<file path="src/hdl/hslcc_div_cell.sv">
module hslcc_div_cell #(
  parameter int DW = 11,
  parameter int QW = 16
) (
  input  logic          clk_i,
  input  logic          en_i,
  input  logic [DW-1:0] rem_i,
  input  logic [DW-1:0] div_i,
  input  logic [QW-1:0] quo_i,
  output logic [DW-1:0] rem_o,
  output logic [DW-1:0] div_o,
  output logic [QW-1:0] quo_o
);

  logic [DW:0]   trial;
  logic          ge;
  logic [DW-1:0] rem_d;
  logic [QW-1:0] quo_d;
  logic [DW-1:0] rem_q;
  logic [DW-1:0] div_q;
  logic [QW-1:0] quo_q;

  // One restoring step: the remainder stays below the divisor, so the
  // difference always fits back into DW bits.
  always_comb begin
    trial = {rem_i, 1'b0};
    ge    = trial >= {1'b0, div_i};
    rem_d = ge ? DW'(trial - {1'b0, div_i}) : trial[DW-1:0];
    quo_d = {quo_i[QW-2:0], ge};
  end

  always_ff @(posedge clk_i) begin
    if (en_i) begin
      rem_q <= rem_d;
      div_q <= div_i;
      quo_q <= quo_d;
    end
  end

  assign rem_o = rem_q;
  assign div_o = div_q;
  assign quo_o = quo_q;

endmodule

</file>
<file path="config.mk">
export PLATFORM = sky130hd
export DESIGN_NAME = hslcc_div_cell
export DESIGN_NICKNAME = d
export VERILOG_FILES = /design/src/hdl/hslcc_div_cell.sv
export SDC_FILE = /design/constraint.sdc
export NUM_CORES = 1
export LEC_CHECK = 0
export BUFFER_PORTS_ARGS = -buffer_cell sky130_fd_sc_hd__buf_4
export CORE_MARGIN = 2
export CORE_UTILIZATION = 30
export CTS_CLUSTER_DIAMETER = 80
export DETAILED_ROUTE_END_ITERATION = 8
export HOLD_SLACK_MARGIN = 0.03
export PLACE_DENSITY = 0.64
export SYNTH_ARGS = -nofsm -noshare
export SYNTH_HDL_FRONTEND = slang
export SYNTH_SLANG_ARGS = --single-unit
</file>
<file path="constraint.sdc">
create_clock -name clk_i -period 2.85 [get_ports clk_i]
set_clock_uncertainty 0.15 [all_clocks]
set_input_delay 0.1425 -clock clk_i [delete_from_list [all_inputs] [get_ports clk_i]]
set_output_delay 0.1425 -clock clk_i [all_outputs]
set_load 0.1 [all_outputs]
</file>
==> reports/qor.yml <==
outcome: "finished clean"
cts_resized: 0
dieArea_um2: 6930
grt_pass1_wl_um: 6940
cts_buffers: 5
ys_types: 41
synth_nets: 189
clockBufferDepth: 2
drcViolationCount: 0
pwr-share-comb_pct: 37.3
worstPathRequired_ns: 2.75
multi_input_area_um2: 671
antenna_cells: 0
worstPathArrival_ns: 2.51
nFillCells: 557
worst_slew_pin_slew_ns: 0.486
grt_max_degree: 39
hold_path_class: "in2reg"
wl_per_cell_um: 12.9
drtAntennaViolNets: 0
async_reset_ff_share_pct: 0
start_kind: "primary input"
instances_no_fill: 325
synth_ff_type: "edfxtp_1"
postSynthCellCount: 137
drt_first_pass_iters: 6
switchingPower_w: 0.000738
yosys_register_bits: 38
drv_cap: 0
crit_fanout: 4
drive_gt1_share_pct: 37.6
drv_slew: 0
grtUsageTotal_pct: 12.4
seq_power_share_pct: 35.3
ios: 78
irDropWorstVdd_mv: 0.333
min_period_over_period_pct: 91.8
dp.final_hpwl_um: 2960
p_leak_nw: 1.28
layout.nets: 301
cts_root_buf: "clkbuf_8"
setup_viol: 0
fp.dieH_um: 83.2
min_period_ns: 2.62
synth.most_common_cell: "edfxtp_1"
finalHoldViolCount: 0
ys_seq_area_share_pct: 60.6
tns_ns: 0
htree_levels: 2
port_buffers: 76
synth-edff-count: 38
ctsHoldBuffers: 31
die_x_um: 83.2
synth_warnings: 0
worst_setup_path_end_kind: "register"
clock-sinks: 38
grt_antenna_before_repair: 0
internal_power_w: 0.00123
synth_area_um2: 1880
grt_overflow: 0
cts_setup_buffers: 0
start_util_pct: 31.4
synth.top_cell.area_share_pct: 60.6
synthTopCellsByCount: "edfxtp_1 (38), inv_1 (13), ha_1 (11)"
drt_iter0_markers: 81
via_per_inst: 4.60
wl_um: 4190
rows: 28
yosys.area.top_type: "edfxtp_1"
cts_tree: "yes"
vias: 1494
synthTopCellsByArea: "edfxtp_1 (61%), ha_1 (7.3%), mux2_4 (4.0%)"
grt_pass1_vias: 1503
dp_cells: 286
fmax_mhz: 382
areaGrowthSynthToFinish_pct: 57.9
syn_avg_cell_area_um2: 13.7
powerDensity_nw_per_um2: 663
regArea_um2: 1140
relSlewSlack_pct: 67.6
utilization_pct: 49.6
gp_congestion: 0.803
core_area_um2: 5990
rsz0062_at_grt: "no"
crit_type: "in2reg"
power_switching_share_pct: 37.4
clock_power_share_pct: 27.4
cts.clk_slew.worst_paths_ns: 0.08
[stage by stage]
stage / hold WS, ns / power (W) / worst slack (ns) / cell area, um2
4_1_cts: 0.0437 / 0.00199 / 0.236 / 2970
3_3_place_gp: 0.171 / 0.00141 / 0.490 / 2530
2_1_floorplan: 0.0914 / 0.00125 / 0.741 / 1880
6_report: 0.0387 / 0.00197 / 0.234 / 2970
5_1_grt: 0.0527 / 0.00205 / 0.121 / 2970
3_5_place_dp: 0.172 / 0.00141 / 0.476 / 2530
[metal layers]
metal	global-route usage [%]	part of all wire, %	up-vias
li1	-	-	741
met1	15.7	44	690
met2	20.0	48	58
met3	4.27	7.0	5
met4	3.87	1.1	0
met5	0	0	-
[cell families (layout without fill, tap and decap cells)]
logic type	Yosys count	in the layout	synth area share [%]
fa+ha+maj	12	12	8.37
compound gates	28	28	11.2
xor+xnor	4	4	1.86
mux	6	6	4.58
buf+inv	16	129	3.79
flops	38	38	60.6
simple gates	33	33	9.64
[placed cells by master, fill, tap and decap left out, types with 2 or more instances in the layout]
master	count
o211ai_1	2
nand3_1	4
dlygate4sd3_1	31
nor3_1	4
o21a_1	3
ha_1	11
nor2b_1	3
mux2_4	5
nand2_1	6
xnor2_1	3
clkbuf_8	5
nor2_1	9
bufinv_16	2
o31ai_1	2
edfxtp_1	38
inv_1	13
buf_4	76
a21oi_1	7
[area by class of cell]
class	count	share of cell area [%]
Clock buffer	5	2.31
Clock inverter	3	2.15
Inverter	14	1.85
Multi-Input combinational cell	83	22.5
Sequential cell	38	38.4
Tap cell	75	3.16
Timing Repair Buffer	107	29.6
[state kept, by name (all words and copies together), names as in the netlist]
register and count:
div_o 11, quo_o 16, rem_o 11
[worst paths after layout]
kind                  from        to  slack, ns  depth (start not counted)
setup / recovery  div_i[1]  rem_o[9]       0.23                          9
hold / removal    rem_i[0]  rem_o[1]       0.04                          2
[worst max-delay path, stage by stage]
cell	delay, ns
dlygate4sd3_1	0.53
buf_4	0.13
inv_1	0.08
ha_1	0.24
nor2b_1	0.15
o2111ai_1	0.34
a311oi_1	0.19
or4_1	0.48
a31o_1	0.22
[power groups by stage]
stage | clock, W | sequential, W | combinational (W)
2_1_floorplan | 0 | 0.00111 | 0.000145
4_1_cts | 0.000556 | 0.000697 | 0.000740
3_5_place_dp | 0 | 0.000709 | 0.000703
6_report | 0.000541 | 0.000696 | 0.000736
3_3_place_gp | 0 | 0.000708 | 0.000698
5_1_grt | 0.000575 | 0.000702 | 0.000769
Note: power is estimated with default switching activity, not from simulation.
