**src/hdl/hslcc_pkg.sv**
```systemverilog
package hslcc_pkg;

  // Width of the divisor and remainder in every divider lane (six times delta fits).
  localparam int unsigned DivW = 11;

  // Lightness bounds, tested exactly on max + min of the channels.
  localparam logic [8:0] SumHi  = 9'd408;
  localparam logic [8:0] SumLo  = 9'd102;
  localparam logic [8:0] SumMid = 9'd255;
  localparam logic [8:0] SumTop = 9'd510;

  // Per-pixel data that rides alongside the divider lanes.
  typedef struct packed {
    logic [8:0] sum;         // max + min of the channels
    logic       forced;      // lightness replaced by one half
    logic       grey;        // zero delta
    logic       sat_one;     // saturation is exactly one
    logic       sum_lt_mid;  // sum below 255
  } side_t;

  // Piece of the hue-to-channel rule.
  typedef enum logic [1:0] {
    SegRise,
    SegTop,
    SegFall,
    SegBottom
  } seg_e;

endpackage

```
**src/hdl/hslcc_chan.sv**
```systemverilog
module hslcc_chan #(
  parameter int FRAC_BITS = 16
) (
  input  logic                 clk_i,
  input  logic                 en_i,
  input  logic [FRAC_BITS-1:0] hue_i,
  input  logic                 grey_i,
  input  logic [7:0]           grey_byte_i,
  input  logic [FRAC_BITS+1:0] v1_i,
  input  logic [FRAC_BITS+1:0] v2_i,
  output logic [7:0]           byte_o
);

  localparam int VW = FRAC_BITS + 2;
  localparam logic [FRAC_BITS+2:0] OneW  = (FRAC_BITS+3)'(1) << FRAC_BITS;
  localparam logic [FRAC_BITS+2:0] FourW = (FRAC_BITS+3)'(4) << FRAC_BITS;
  localparam logic [FRAC_BITS:0]   OneH  = (FRAC_BITS+1)'(1) << FRAC_BITS;
  localparam logic [FRAC_BITS+1:0] TwoH  = (FRAC_BITS+2)'(2) << FRAC_BITS;
  localparam logic [VW+9:0]        HalfB = (VW+10)'(1) << (FRAC_BITS-1);

  logic [FRAC_BITS+2:0] h6;
  logic [FRAC_BITS:0]   h2;
  logic [FRAC_BITS+1:0] h3;
  hslcc_pkg::seg_e      seg_d;
  logic [FRAC_BITS:0]   fac_d;

  hslcc_pkg::seg_e      seg1_q, seg2_q;
  logic [FRAC_BITS:0]   fac1_q;
  logic [2:0]           grey_q;
  logic [7:0]           greyb1_q, greyb2_q, greyb3_q;

  logic [VW-1:0]           diff;
  logic [VW+FRAC_BITS:0]   prod_full;
  logic [VW-1:0]           prod2_q;
  logic [VW-1:0]           v1_2_q, v2_2_q;
  logic [VW:0]             val_d, val3_q;
  logic [VW+9:0]           scaled;
  logic [7:0]              byte_d, byte_q;

  // Piece selection on the hue.
  always_comb begin
    h6 = {1'b0, hue_i, 2'b00} + {2'b00, hue_i, 1'b0};
    h2 = {hue_i, 1'b0};
    h3 = {1'b0, hue_i, 1'b0} + {2'b00, hue_i};
    seg_d = hslcc_pkg::SegBottom;
    fac_d = '0;
    if (h6 < OneW) begin
      seg_d = hslcc_pkg::SegRise;
      fac_d = h6[FRAC_BITS:0];
    end else if (h2 < OneH) begin
      seg_d = hslcc_pkg::SegTop;
    end else if (h3 < TwoH) begin
      seg_d = hslcc_pkg::SegFall;
      fac_d = (FRAC_BITS+1)'(FourW - h6);
    end
  end

  always_comb begin
    diff      = v2_i - v1_i;
    prod_full = diff * fac1_q;
  end

  always_comb begin
    unique case (seg2_q)
      hslcc_pkg::SegRise, hslcc_pkg::SegFall: val_d = {1'b0, v1_2_q} + {1'b0, prod2_q};
      hslcc_pkg::SegTop:                      val_d = {1'b0, v2_2_q};
      default:                                val_d = {1'b0, v1_2_q};
    endcase
  end

  // Scale to a byte with rounding half up, saturating at 255; a grey pixel takes the grey byte.
  always_comb begin
    scaled = {1'b0, val3_q, 8'd0} - {9'd0, val3_q} + HalfB;
    if (grey_q[2]) begin
      byte_d = greyb3_q;
    end else if (scaled[VW+9:FRAC_BITS+8] != '0) begin
      byte_d = 8'hFF;
    end else begin
      byte_d = scaled[FRAC_BITS+7:FRAC_BITS];
    end
  end

  always_ff @(posedge clk_i) begin
    if (en_i) begin
      seg1_q   <= seg_d;
      fac1_q   <= fac_d;
      seg2_q   <= seg1_q;
      prod2_q  <= prod_full[VW+FRAC_BITS-1:FRAC_BITS];
      v1_2_q   <= v1_i;
      v2_2_q   <= v2_i;
      val3_q   <= val_d;
      byte_q   <= byte_d;
      grey_q   <= {grey_q[1:0], grey_i};
      greyb1_q <= grey_byte_i;
      greyb2_q <= greyb1_q;
      greyb3_q <= greyb2_q;
    end
  end

  assign byte_o = byte_q;

endmodule

```
**config.mk**
```make
export PLATFORM = sky130hd
export DESIGN_NAME = hslcc_chan
export DESIGN_NICKNAME = d
export VERILOG_FILES = /design/src/hdl/hslcc_pkg.sv /design/src/hdl/hslcc_chan.sv
export SDC_FILE = /design/constraint.sdc
export NUM_CORES = 1
export LEC_CHECK = 0
export BUFFER_PORTS_ARGS = -buffer_cell sky130_fd_sc_hd__buf_2
export CAP_MARGIN = 10
export CORE_MARGIN = 3
export CORE_UTILIZATION = 25
export CTS_BUF_LIST = sky130_fd_sc_hd__clkbuf_8
export DETAILED_ROUTE_END_ITERATION = 7
export SLEW_MARGIN = 25
export SYNTH_ARGS = -nofsm -noshare
export SYNTH_HDL_FRONTEND = slang
export SYNTH_SLANG_ARGS = --single-unit
```
**constraint.sdc**
```tcl
create_clock -name clk_i -period 10.2 [get_ports clk_i]
set_input_delay 1.53 -clock clk_i [delete_from_list [all_inputs] [get_ports clk_i]]
set_output_delay 1.53 -clock clk_i [all_outputs]
set_load 0.01 [all_outputs]
```
==> results.cfg <==
[synth]
synthesis.instances = 1900
synth.cell_area_mm2 = 0.0180
ys_types = 83
netlist.area_leader.share = 0.248
synth_area_leader_cell = fa_1
synth_seq_cells = 128
ys.flop_type = edfxtp_1
synth.avg_cell_area_um2 = 9.47
synth.area.top_cells = fa_1, edfxtp_1, ha_1
yosysSeqAreaShare = 0.214
ys_async_sr_fraction = 0
syn-num-nets = 2381
ys_warn_count = 0
synth_edf_count = 128

[routing]
detail_route.drc_violations = 0
drtAntennaViolNets = 0
num_vias = 13050
routed_wirelength_mm = 43.1
viasPerCell = 4.50
drt_iter0_markers = 795
wire_per_inst_um = 14.9
drt_first_pass_iters = 5

[die]
die-area_mm2 = 0.0752
core_area_mm2 = 0.0706
fp-row-count = 97
die_w_um = 274
io-pin-count = 71
start_util = 0.255
die_y_um = 274

[cts]
path_clk_slew_ns = 0.08
clockBufferDepth = 2
cts_tree = done
cts_sinks = 128
cts_htree_levels = 4
cts_root_buf = clkbuf_8
cts_made_buffers = 17
worst_skew_pair.late_latency_ns = 0.48

[global_route]
grt_pass1_vias = 13522
antenna_found_initial = 0
globalRouteTotalUtil = 0.120
gr-total-overflow = 0
grt_pass1_wl_mm = 72.9
grt_max_degree = 73

[timing]
hold_viol_final = 0
setup_viol = 0
slew_headroom = 0.327
period_minus_slack_ns = 9.53
period_share = 0.935
rsz0062_at_grt = no
skew_ns = 0.0138
setup-tns-final_ns = 0
tightest_slew_ns = 1.01
drv_slew = 0
max_freq_mhz = 105

[setup_path]
worstRegToRegCells = 25
reg2reg_to = prod2_q[15]$_DFFE_PP_
worstPathRequired_ns = 10.48
crit_type = in2reg
crit_slowest_cell = fa_1
arrival_ns = 9.81
r2r-start = fac1_q[2]$_DFFE_PP_
rrSetupSlack_ns = 2.81
start_kind = input port
cp-end-kind = flip-flop
path_max_fanout = 28
crit_top_cell = fa_1
cpPeakStageDelay_ns = 0.55

[hold_path]
whs_endpoint = greyb3_q[5]$_DFFE_PP_
min_path_type = reg2reg
min_path_cells = 0
min_from = greyb2_q[5]$_DFFE_PP_

[status]
status = complete, no violations

[finish]
drive_gt1_frac = 0.0944
final_cell_mix = inv_1, fa_1, ha_1, nand2_1, and2_1
antennaDiodeCount = 0
fin_nets = 2428
area_growth_pct = 10.8
layout_commonest_cell = inv_1

[placement]
dpl.hpwl_mm = 34.1
portBuffers = 70
gp_congestion = 0.831

[run]
drv_cap = 0
==> stage by stage <==
stage | setup WS, ns | util | std cells | hold slack (ns) | instance area, um2
5_1_grt | 0.0296 | 0.282 | 2900 | 0.431 | 19900
3_5_place_dp | 0.146 | 0.276 | 2868 | 0.405 | 19500
2_1_floorplan | 1.22 | - | 1900 | 0.400 | 18000
3_3_place_gp | 0.316 | 0.276 | 2868 | 0.403 | 19500
6_report | 0.666 | 0.282 | 2900 | 0.422 | 19900
4_1_cts | 0.600 | 0.282 | 2900 | 0.426 | 19900
==> cells in the mapped netlist, types with 15 or more instances <==
library cell and count:
a21oi_1 63, a21o_1 17, clkbuf_1 72, nand3_1 50, nor2b_1 36, edfxtp_1 128, o211ai_1 16, ha_1 195
inv_1 328, fa_1 223, nor3_1 24, nand2_1 179, nor2_1 74, o21ai_0 50, a31oi_1 19, nand2b_1 23
and2_1 131, xnor2_1 31, mux2i_1 15, xor2_1 25
==> cell type report <==
class / instances / area, um2
Tap cell: 940 / 1180
Fill cell: 7521 / 50700
Sequential cell: 128 / 3840
Timing Repair Buffer: 114 / 683
Clock inverter: 15 / 175
Inverter: 328 / 1230
Multi-Input combinational cell: 1358 / 12600
Clock buffer: 17 / 234
==> registers in the layout, summed over array words and instances (netlist names) <==
signal    count
prod2_q      18
seg1_q        2
v2_2_q       18
byte_o        8
val3_q       19
fac1_q       16
greyb2_q      8
greyb1_q      8
v1_2_q       18
grey_q        3
seg2_q        2
greyb3_q      8
==> layer usage <==
| layer | track usage | wire (um) |
|---|---|---|
| met1 | 0.176 | 21500 |
| met2 | 0.192 | 19500 |
| met3 | 0.0183 | 1800 |
| met4 | 0.0137 | 255 |
| met5 | 0 | 0 |
==> worst max path at each step <==
stage / from / to / slack, ns / depth (start not counted)
CTS: v1_i[1] / prod2_q[15]$_DFFE_PP_ / 0.60 / 32
global placement: v1_i[1] / prod2_q[15]$_DFFE_PP_ / 0.32 / 33
floorplan: v2_i[0] / prod2_q[17]$_DFFE_PP_ / 1.22 / 32
global route: v1_i[1] / prod2_q[15]$_DFFE_PP_ / 0.03 / 33
finish: v1_i[1] / prod2_q[15]$_DFFE_PP_ / 0.67 / 32
detailed placement: v1_i[1] / prod2_q[15]$_DFFE_PP_ / 0.15 / 32
==> logic make-up after synthesis <==
kind of cell | Yosys count | synth area share
fa+ha+maj | 418 | 0.384
buf+inv | 414 | 0.0878
xor+xnor | 57 | 0.0282
compound gates | 279 | 0.109
mux | 19 | 0.0109
flops | 128 | 0.214
simple gates | 585 | 0.167
==> worst max-delay path, delay by kind of cell <==
kind	cells	cell delay, ns
AOI/OAI and AO/OA	12	3.06
and+or+nand+nor	4	0.62
adders and majority gates	8	3.68
buffers and inverters	8	0.92
==> what timing repair did <==
action                                  CTS  global route
endpoints found under the setup margin    0             1
hold endpoints to repair                  0             0
gates resized for setup                   0             2
setup buffers                             0             0
hold buffers                              0             0
Power is left out: the tool's default activity adds up to more than one toggle a clock period on the data nets, which glitch-free logic cannot reach.
